[config.mk]
export PLATFORM = sky130hd
export DESIGN_NAME = hse_ctrl
export DESIGN_NICKNAME = d
export VERILOG_FILES = /design/src/sv/hse_pkg.sv /design/src/sv/hse_ctrl.sv
export VERILOG_INCLUDE_DIRS = /design/src /design/src/sv
export SDC_FILE = /design/constraint.sdc
export NUM_CORES = 1
export LEC_CHECK = 0
export ABC_AREA = 0
export BUFFER_PORTS_ARGS = -buffer_cell sky130_fd_sc_hd__buf_2
export CAP_MARGIN = 0
export CORE_ASPECT_RATIO = 2
export CORE_UTILIZATION = 52
export DETAILED_ROUTE_END_ITERATION = 12
export GPL_TIMING_DRIVEN = 0
export PLACE_DENSITY = 0.78
export SYNTH_ARGS = -nofsm -noshare
export SYNTH_HDL_FRONTEND = slang
export SYNTH_SLANG_ARGS = --single-unit
[constraint.sdc]
create_clock -name clk -period 1.8 [get_ports clk]
set_input_delay 0.09 -clock clk [delete_from_list [all_inputs] [get_ports clk]]
set_output_delay 0.09 -clock clk [all_outputs]
set_load 0.02 [all_outputs]
[src/sv/highpass_saturation_exciter_macros.svh]
// assertion macros used by the exciter controller
`ifndef HIGHPASS_SATURATION_EXCITER_MACROS_SVH
`define HIGHPASS_SATURATION_EXCITER_MACROS_SVH

`ifndef SYNTHESIS
`define HSE_ASSERT_IMP(lbl, clk, rstn, ante, cons) \
  lbl: assert property (@(posedge clk) disable iff (!(rstn)) (ante) |-> (cons)) \
    else $error("exciter assertion failed");
`define HSE_ASSERT_NXT(lbl, clk, rstn, ante, cons) \
  lbl: assert property (@(posedge clk) disable iff (!(rstn)) (ante) |=> (cons)) \
    else $error("exciter assertion failed");
`else
`define HSE_ASSERT_IMP(lbl, clk, rstn, ante, cons)
`define HSE_ASSERT_NXT(lbl, clk, rstn, ante, cons)
`endif

`endif

[src/sv/hse_pkg.sv]
// types, constants and arithmetic helpers of the exciter
`default_nettype none
package hse_pkg;

  localparam int unsigned REG_ENABLE = 0;
  localparam int unsigned REG_B0     = 1;
  localparam int unsigned REG_A1     = 2;
  localparam int unsigned REG_A2     = 3;
  localparam int unsigned REG_DRIVE  = 4;
  localparam int unsigned REG_WET    = 5;

  localparam int unsigned CFG_IDX_W  = 3;
  localparam int unsigned CFG_DATA_W = 32;
  localparam int unsigned DIV_STEPS  = 25;
  localparam int unsigned CNT_W      = 5;

  localparam logic       OPC_PROCESS = 1'b0;
  localparam logic       OPC_CLEAR   = 1'b1;

  localparam logic signed [67:0] LIM_Q23   = 68'sd25165824;
  localparam logic        [28:0] K27_Q23   = 29'd226492416;
  localparam logic signed [25:0] ONE_Q23   = 26'sd8388608;
  localparam logic        [16:0] WET_ONE   = 17'd65536;

  typedef enum logic [3:0] {
    OP_NONE, OP_BX, OP_HP, OP_A1, OP_Z1, OP_Z2, OP_D, OP_DD,
    OP_X2, OP_NUM, OP_DIVI, OP_DIV, OP_E, OP_DRY, OP_WET, OP_MIX
  } dp_op_t;

  typedef struct packed {
    logic   load;
    logic   emit;
    dp_op_t op;
  } dp_cmd_t;

  typedef struct packed {
    logic proc;
    logic clip;
  } dp_stat_t;

  function automatic logic signed [67:0] rnd_shr(input logic signed [67:0] v,
                                                 input int unsigned s);
    logic signed [67:0] t;
    t = v + (68'sd1 <<< (s - 1));
    return t >>> s;
  endfunction

  function automatic logic signed [31:0] sat32(input logic signed [67:0] v);
    logic signed [31:0] r;
    if (v > 68'sd2147483647) r = 32'sh7fffffff;
    else if (v < -68'sd2147483648) r = 32'sh80000000;
    else r = v[31:0];
    return r;
  endfunction

  function automatic logic signed [23:0] sat24(input logic signed [67:0] v);
    logic signed [23:0] r;
    if (v > 68'sd8388607) r = 24'sh7fffff;
    else if (v < -68'sd8388608) r = 24'sh800000;
    else r = v[23:0];
    return r;
  endfunction

endpackage
`default_nettype wire

[src/sv/hse_ctrl.sv]
// controller: sequences the datapath steps and owns the handshakes
`default_nettype none
`include "highpass_saturation_exciter_macros.svh"
module hse_ctrl import hse_pkg::*; (
  input  wire logic     clk,
  input  wire logic     rst_n,
  input  wire logic     in_valid,
  output logic          in_ready,
  input  wire logic     out_ready,
  output logic          out_valid,
  input  wire dp_stat_t stat,
  output dp_cmd_t       cmd
);

  typedef enum logic [16:0] {
    S_IDLE = 17'h00001, S_BX  = 17'h00002, S_HP   = 17'h00004, S_A1  = 17'h00008,
    S_Z1   = 17'h00010, S_Z2  = 17'h00020, S_D    = 17'h00040, S_DD  = 17'h00080,
    S_X2   = 17'h00100, S_NUM = 17'h00200, S_DIVI = 17'h00400, S_DIV = 17'h00800,
    S_E    = 17'h01000, S_DRY = 17'h02000, S_WET  = 17'h04000, S_MIX = 17'h08000,
    S_DONE = 17'h10000
  } state_t;

  state_t           state_r, state_nxt;
  logic [CNT_W-1:0] cnt_r, cnt_nxt;
  logic             out_valid_r, out_valid_nxt;

  assign in_ready  = (state_r == S_IDLE);
  assign out_valid = out_valid_r;

  always_comb begin
    state_nxt = state_r;
    cnt_nxt   = cnt_r;
    cmd.load  = 1'b0;
    cmd.emit  = 1'b0;
    cmd.op    = OP_NONE;
    unique case (state_r)
      S_IDLE: begin
        if (in_valid) begin
          cmd.load  = 1'b1;
          state_nxt = stat.proc ? S_BX : S_DONE;
        end
      end
      S_BX:  begin cmd.op = OP_BX; state_nxt = S_HP; end
      S_HP:  begin cmd.op = OP_HP; state_nxt = S_A1; end
      S_A1:  begin cmd.op = OP_A1; state_nxt = S_Z1; end
      S_Z1:  begin cmd.op = OP_Z1; state_nxt = S_Z2; end
      S_Z2:  begin cmd.op = OP_Z2; state_nxt = S_D; end
      S_D:   begin cmd.op = OP_D; state_nxt = stat.clip ? S_DRY : S_DD; end
      S_DD:  begin cmd.op = OP_DD; state_nxt = S_X2; end
      S_X2:  begin cmd.op = OP_X2; state_nxt = S_NUM; end
      S_NUM: begin cmd.op = OP_NUM; state_nxt = S_DIVI; end
      S_DIVI: begin
        cmd.op    = OP_DIVI;
        cnt_nxt   = '0;
        state_nxt = S_DIV;
      end
      S_DIV: begin
        cmd.op  = OP_DIV;
        cnt_nxt = cnt_r + 1'b1;
        if (cnt_r == CNT_W'(DIV_STEPS - 1)) state_nxt = S_E;
      end
      S_E:   begin cmd.op = OP_E; state_nxt = S_DRY; end
      S_DRY: begin cmd.op = OP_DRY; state_nxt = S_WET; end
      S_WET: begin cmd.op = OP_WET; state_nxt = S_MIX; end
      S_MIX: begin cmd.op = OP_MIX; state_nxt = S_DONE; end
      S_DONE: begin
        if (!out_valid_r || out_ready) begin
          cmd.emit  = 1'b1;
          state_nxt = S_IDLE;
        end
      end
      default: state_nxt = S_IDLE;
    endcase
  end

  always_comb begin
    out_valid_nxt = out_valid_r;
    if (cmd.emit) out_valid_nxt = 1'b1;
    else if (out_ready) out_valid_nxt = 1'b0;
  end

  always_ff @(posedge clk) begin
    if (!rst_n) begin
      state_r     <= S_IDLE;
      cnt_r       <= '0;
      out_valid_r <= 1'b0;
    end else begin
      state_r     <= state_nxt;
      cnt_r       <= cnt_nxt;
      out_valid_r <= out_valid_nxt;
    end
  end

  `HSE_ASSERT_IMP(a_emit_slot_free, clk, rst_n, cmd.emit, !out_valid_r || out_ready)
  `HSE_ASSERT_IMP(a_div_count, clk, rst_n, state_r == S_DIV, cnt_r < CNT_W'(DIV_STEPS))
  `HSE_ASSERT_NXT(a_busy_after_beat, clk, rst_n, in_valid && in_ready, !in_ready)
  `HSE_ASSERT_NXT(a_emit_sets_valid, clk, rst_n, cmd.emit, out_valid_r)

endmodule
`default_nettype wire

==> results of run 1 <==
==> registers in the layout, indices dropped and copies added (netlist names) <==
signal and cells:
state_r 17, cnt_r 5, out_valid 1
==> tightest hold or removal path: stages <==
cell,delay [ns]
buf_2,0.11
nand2_1,0.07
nor2_1,0.05
==> repair_timing <==
| item | in CTS | in global routing |
|---|---|---|
| pin swaps | 18 | 27 |
| hold buffers | 0 | 0 |
| gates resized for setup | 40 | 67 |
| setup buffers | 16 | 22 |
| setup endpoints to repair | 22 | 28 |
| gates cloned | 1 | 1 |
==> power by group <==
group          leakage [nW]  internal [mW]  total, mW  switching (mW)
combinational         0.660          0.266      0.545           0.279
clock                0.0228          0.159      0.333           0.174
sequential            0.196          0.509      0.535          0.0260
==> cell type report <==
cell class	instances	area [µm²]	area share
multi-input combinational	142	1180	0.512
sequential	23	505	0.220
timing repair buffer	51	470	0.205
clock buffer	4	45.0	0.0196
buffer	5	40.0	0.0174
tap	29	36.3	0.0158
inverter	6	22.5	0.00981
==> per-stage QoR <==
step / power (mW) / setup WS [ns]
finish: 1.41 / -0.556
global route: 1.45 / -0.668
CTS: 1.19 / -0.323
detailed placement: 0.763 / -0.225
global placement: 0.756 / -0.214
floorplan: 0.705 / 0.0289
==> cells in the mapped netlist (4+ instances only) <==
| cell type | number |
|---|---|
| nor3_1 | 10 |
| nor4_1 | 4 |
| nor2b_1 | 4 |
| dfxtp_1 | 23 |
| nand4b_1 | 5 |
| a21oi_1 | 4 |
| inv_1 | 6 |
| buf_4 | 4 |
| nor2_1 | 22 |
| nand2_1 | 20 |
| o21ai_0 | 11 |
==> cells in the final DEF (no fill, tap or decap), types with 3 or more instances in the layout <==
| master | instances |
|---|---|
| buf_4 | 29 |
| dfxtp_2 | 6 |
| a21oi_1 | 4 |
| dfxtp_4 | 10 |
| nand3b_1 | 3 |
| nor3_2 | 3 |
| buf_6 | 13 |
| or3_4 | 3 |
| a21boi_1 | 4 |
| nor4_2 | 3 |
| nor2_4 | 4 |
| o21ai_0 | 7 |
| nor2b_1 | 3 |
| nor3_1 | 4 |
| nand2_1 | 18 |
| nand4b_1 | 5 |
| xor2_1 | 3 |
| nor2_1 | 16 |
| nor3_4 | 4 |
| buf_2 | 6 |
| nor4_4 | 4 |
| nand3_1 | 3 |
| nand4_1 | 3 |
| clkbuf_8 | 3 |
| o21ai_1 | 3 |
| dfxtp_1 | 7 |
| inv_1 | 5 |
==> worst paths after layout <==
check	cells after the start	end	slack [ns]	from
worst min register to register	1	state_r[8]	0.50	state_r[6]
worst max-delay path	7	cmd[0]	-0.56	state_r[0]
worst min-delay path	3	state_r[1]	0.08	stat[1]
worst max register to register	8	state_r[16]	-0.37	state_r[0]
==> kinds of logic after synthesis <==
logic type	share of synthesized area
and+or+nand+nor	0.412
AOI/OAI and AO/OA	0.175
DFF	0.312
buffers and inverters	0.0543
xor gates and xnor gates	0.0297
adders and majority gates	0.0170
==> per-layer routing <==
layer | global-route usage | vias up | share of wire
met3 | 0.0694 | 66 | 0.060
met2 | 0.549 | 130 | 0.53
li1 | - | 768 | -
met1 | 0.268 | 877 | 0.31
met4 | 0.214 | 0 | 0.10
met5 | 0 | - | 0
==> flow_metrics.tcl, run 1 <==
set metrics [dict create \
    status "complete, but fails checks" \
    violations "negative setup slack" \
    slew-limit-headroom 0.504 \
    clk_path_buf_depth 2 \
    postSynthAreaPerCell_um2 8.20 \
    place_area_um2 1580 \
    finClkSkew_ns 0.00540 \
    setup_ws_ns -0.556 \
    root_buffer "clkbuf_8" \
    async_flop_share 0 \
    fin_util 0.839 \
    insertedDiodeCount 0 \
    wl_per_cell_um 24.9 \
    grt_pass1_vias 1553 \
    cts_made_buffers 3 \
    ys_types 54 \
    yosysSeqAreaShare 0.312 \
    critPathRequiredTime_ns 1.71 \
    vias 1841 \
    dp_cells 222 \
    final_layout_size_suffix_gt1_frac 0.511 \
    critPathSlowestCell "nor4_4" \
    portBuffers 13 \
    layoutNonFillerInstCount 260 \
    fin_crit_sh 1.31 \
    drv_slew 0 \
    worstSetupEndpointType "primary output" \
    nets 240 \
    p_per_area_nw_per_um2 616 \
    grt-ovfl-total 0 \
    cp_max_fo 5 \
    hold_viol 0 \
    die_x_um 39.7 \
    io_pins 14 \
    cp_top_family "simple AND/OR/NAND/NOR gates" \
    grt_max_degree 13 \
    setup_violations 29 \
    critical_path.max_stage_delay_ns 0.39 \
    fillCellCount 140 \
    antenna_found_initial 0 \
    yosysWarnings 0 \
    viasPerCell 7.08 \
    ant_nets 0 \
    drtIter0Drc 199 \
    syn_area_um2 1480 \
    grt_first_pass_wirelength_um 6830 \
    synth.top_cell.area_share 0.312 \
    chipHeight_um 77.3 \
    syn_inst 180 \
    cts_tree "done" \
    clock_sinks 23 \
    yosys.area.top_type "dfxtp_1" \
    coreArea_um2 2740 \
    path_buf_inv 3 \
    fin_crit_ns 2.36 \
    maxCapViolations 0 \
    synth_edf_count 0 \
    crit_type "register to primary output" \
    ys.flop_type "dfxtp_1" \
    gp_congestion 0.871 \
    initial_core_util 0.539 \
    critPathArrivalTime_ns 2.27 \
    yosys-top-cells-area "dfxtp_1 (31%), nor2_1 (5.6%), nand2_1 (5.1%)" \
    dp_hpwl_um 2750 \
    path_cells "nor4_4 > buf_4 > nand4_1 > buf_6 > or3_4 > nand4_1 > buf_6" \
    fp.dieArea_um2 3070 \
    clk_pin_slew_ns 0.08 \
    drt-total-wl_um 6480 \
    core.rowCount 27 \
    syn2layout_area_growth_pct 55.6 \
    ys_seq_elements 23 \
    setup-tns-final_ns -7.41 \
    worstSkewPairLatency_ns 0.27 \
    cp-start-kind "register" \
    final_area_um2 2300 \
    timing.hold.ws_ns 0.0830 \
    drc_errors 0 \
    syn_nets 188 \
    worst_slew_pin_slew_ns 0.734 \
    fmax_mhz 425 \
    rsz0062_at_grt "yes" \
    ir_drop_mv 0.538 \
    min_path_type "primary input to register" \
    power_leakage_nw 0.879 \
    grt_usage 0.309 \
    dr.pass1.iters 4 \
    h-tree-depth 1 \
]
(Power assumes the default switching activity.)
==> run 2, diff against run 1 <==
- CORE_UTILIZATION: 52 -> 55
- CTS_BUF_LIST: unset -> sky130_fd_sc_hd__clkbuf_8
- PLACE_DENSITY: 0.78 -> 0.82
==> run 2 against run 1 <==
  * The flow still finishes with violations (negative setup slack)
  * Critical path depth is the same
  * Die area down 5.2%
  * Power is 11% lower
  * Fmax grew 9.9%
  * Global-route usage up 0.72 points
  * Clock skew is 0.0048 ns higher
  * Clock power is 1% lower
  * Final cell count fell by 5.8%
  * Via count shrank 12%
  * Routed wire length down 23%
  * Largest cell class unchanged
==> flow_metrics.tcl, run 2 (synthesized netlist as in run 1, its figures left out) <==
set metrics [dict create \
    status "complete, but fails checks" \
    violations "negative setup slack" \
    nets 226 \
    setup-tns-final_ns -5.21 \
    drc_errors 0 \
    die_x_um 38.6 \
    p_per_area_nw_per_um2 626 \
    ant_nets 0 \
    dp_cells 221 \
    worstSkewPairLatency_ns 0.27 \
    ir_drop_mv 0.439 \
    fin_crit_sh 1.19 \
    cp_max_fo 10 \
    final_layout_size_suffix_gt1_frac 0.406 \
    antenna_found_initial 0 \
    syn2layout_area_growth_pct 36.0 \
    layoutNonFillerInstCount 245 \
    fmax_mhz 466 \
    insertedDiodeCount 0 \
    finClkSkew_ns 0.0102 \
    cp-start-kind "register" \
    clock_sinks 23 \
    regMostFlops "state_r" \
    grt_first_pass_wirelength_um 6640 \
    critPathRequiredTime_ns 1.71 \
    final_area_um2 2010 \
    drv_slew 0 \
    fin_util 0.791 \
    wl_per_cell_um 20.3 \
    dpl_worst_slack_ns -0.244 \
    cts_tree "done" \
    rsz0062_at_grt "yes" \
    min_path_type "primary input to register" \
    coreArea_um2 2540 \
    io_pins 14 \
    critPathArrivalTime_ns 2.05 \
    drt-total-wl_um 4970 \
    place_area_um2 1580 \
    grt-ovfl-total 0 \
    largest_register_ffs 17 \
    layout_common_cells "buf_4 (26), nand2_1 (19), nor2_1 (18), o21ai_0 (11)" \
    viasPerCell 6.64 \
    drtIter0Drc 66 \
    crit_type "register to primary output" \
    finalPower_mw 1.26 \
    setup_violations 25 \
    fin_crit_ns 2.14 \
    slew-limit-headroom 0.527 \
    power_leakage_nw 0.784 \
    worstSetupEndpointType "primary output" \
    chipHeight_um 75.2 \
    setup_ws_ns -0.344 \
    clk_path_buf_depth 2 \
    fp.dieArea_um2 2910 \
    layout_commonest_cell "buf_4" \
    worst_slew_pin_slew_ns 0.699 \
    dp_hpwl_um 2860 \
    dr.pass1.iters 4 \
    root_buffer "clkbuf_8" \
    h-tree-depth 1 \
    timing.hold.ws_ns 0.0379 \
    grt_usage 0.316 \
    core.rowCount 26 \
    maxCapViolations 0 \
    vias 1626 \
    grt_pass1_vias 1541 \
    clk_pin_slew_ns 0.09 \
    portBuffers 13 \
    hold_viol 0 \
    cts_made_buffers 3 \
    grt_max_degree 14 \
    gp_congestion 0.873 \
    initial_core_util 0.581 \
]
==> run 2: worst max-delay path: stages, from the launching register on <==
cell and delay, ns:
dfxtp_1 0.34, buf_2 0.20, nor2_2 0.15, nand2_2 0.10, or3_1 0.38, o311a_1 0.34
nand4_1 0.12, buf_4 0.15
==> run 2: per-layer routing <==
| metal | part of all wire | GRT usage | vias to the layer above |
|---|---|---|---|
| met1 | 0.34 | 0.321 | 779 |
| met5 | 0 | 0 | - |
| li1 | - | - | 742 |
| met2 | 0.55 | 0.550 | 75 |
| met4 | 0.065 | 0.207 | 0 |
| met3 | 0.045 | 0.0649 | 30 |
==> run 2: final timing paths <==
path                                   from  slack (ns)           to  cells after the start
worst max-delay path            state_r[10]       -0.34       cmd[2]                      7
worst min-delay path                stat[1]        0.04   state_r[1]                      3
worst max register to register   state_r[6]       -0.31  state_r[16]                      7
worst min register to register     cnt_r[3]        0.55     cnt_r[3]                      2
==> run 2: what timing repair did <==
item                                    4_1_cts  5_1_grt
pin swaps                                    11       15
cloned                                        0        1
gates resized for setup                      26       36
endpoints found under the setup margin       23       25
hold buffers                                  0        0
setup buffers                                15        8
==> run 2: final cells by class <==
type / count / area (µm²)
multi-input cells: 142 / 1090
fillers: 150 / 531
flip-flops and latches: 23 / 484
repair buffers: 36 / 282
plain buffers: 6 / 47.5
clock buffers: 3 / 41.3
well taps: 28 / 35.0
inverters: 6 / 22.5
clock inverters: 1 / 5.00
==> run 2: power by group <==
part / leakage, nW / internal [mW] / switching [mW] / total, mW
Clock: 0.0255 / 0.155 / 0.174 / 0.329
Sequential: 0.193 / 0.516 / 0.0205 / 0.537
Combinational: 0.566 / 0.184 / 0.206 / 0.391
Total: 0.784 / 0.856 / 0.401 / 1.26
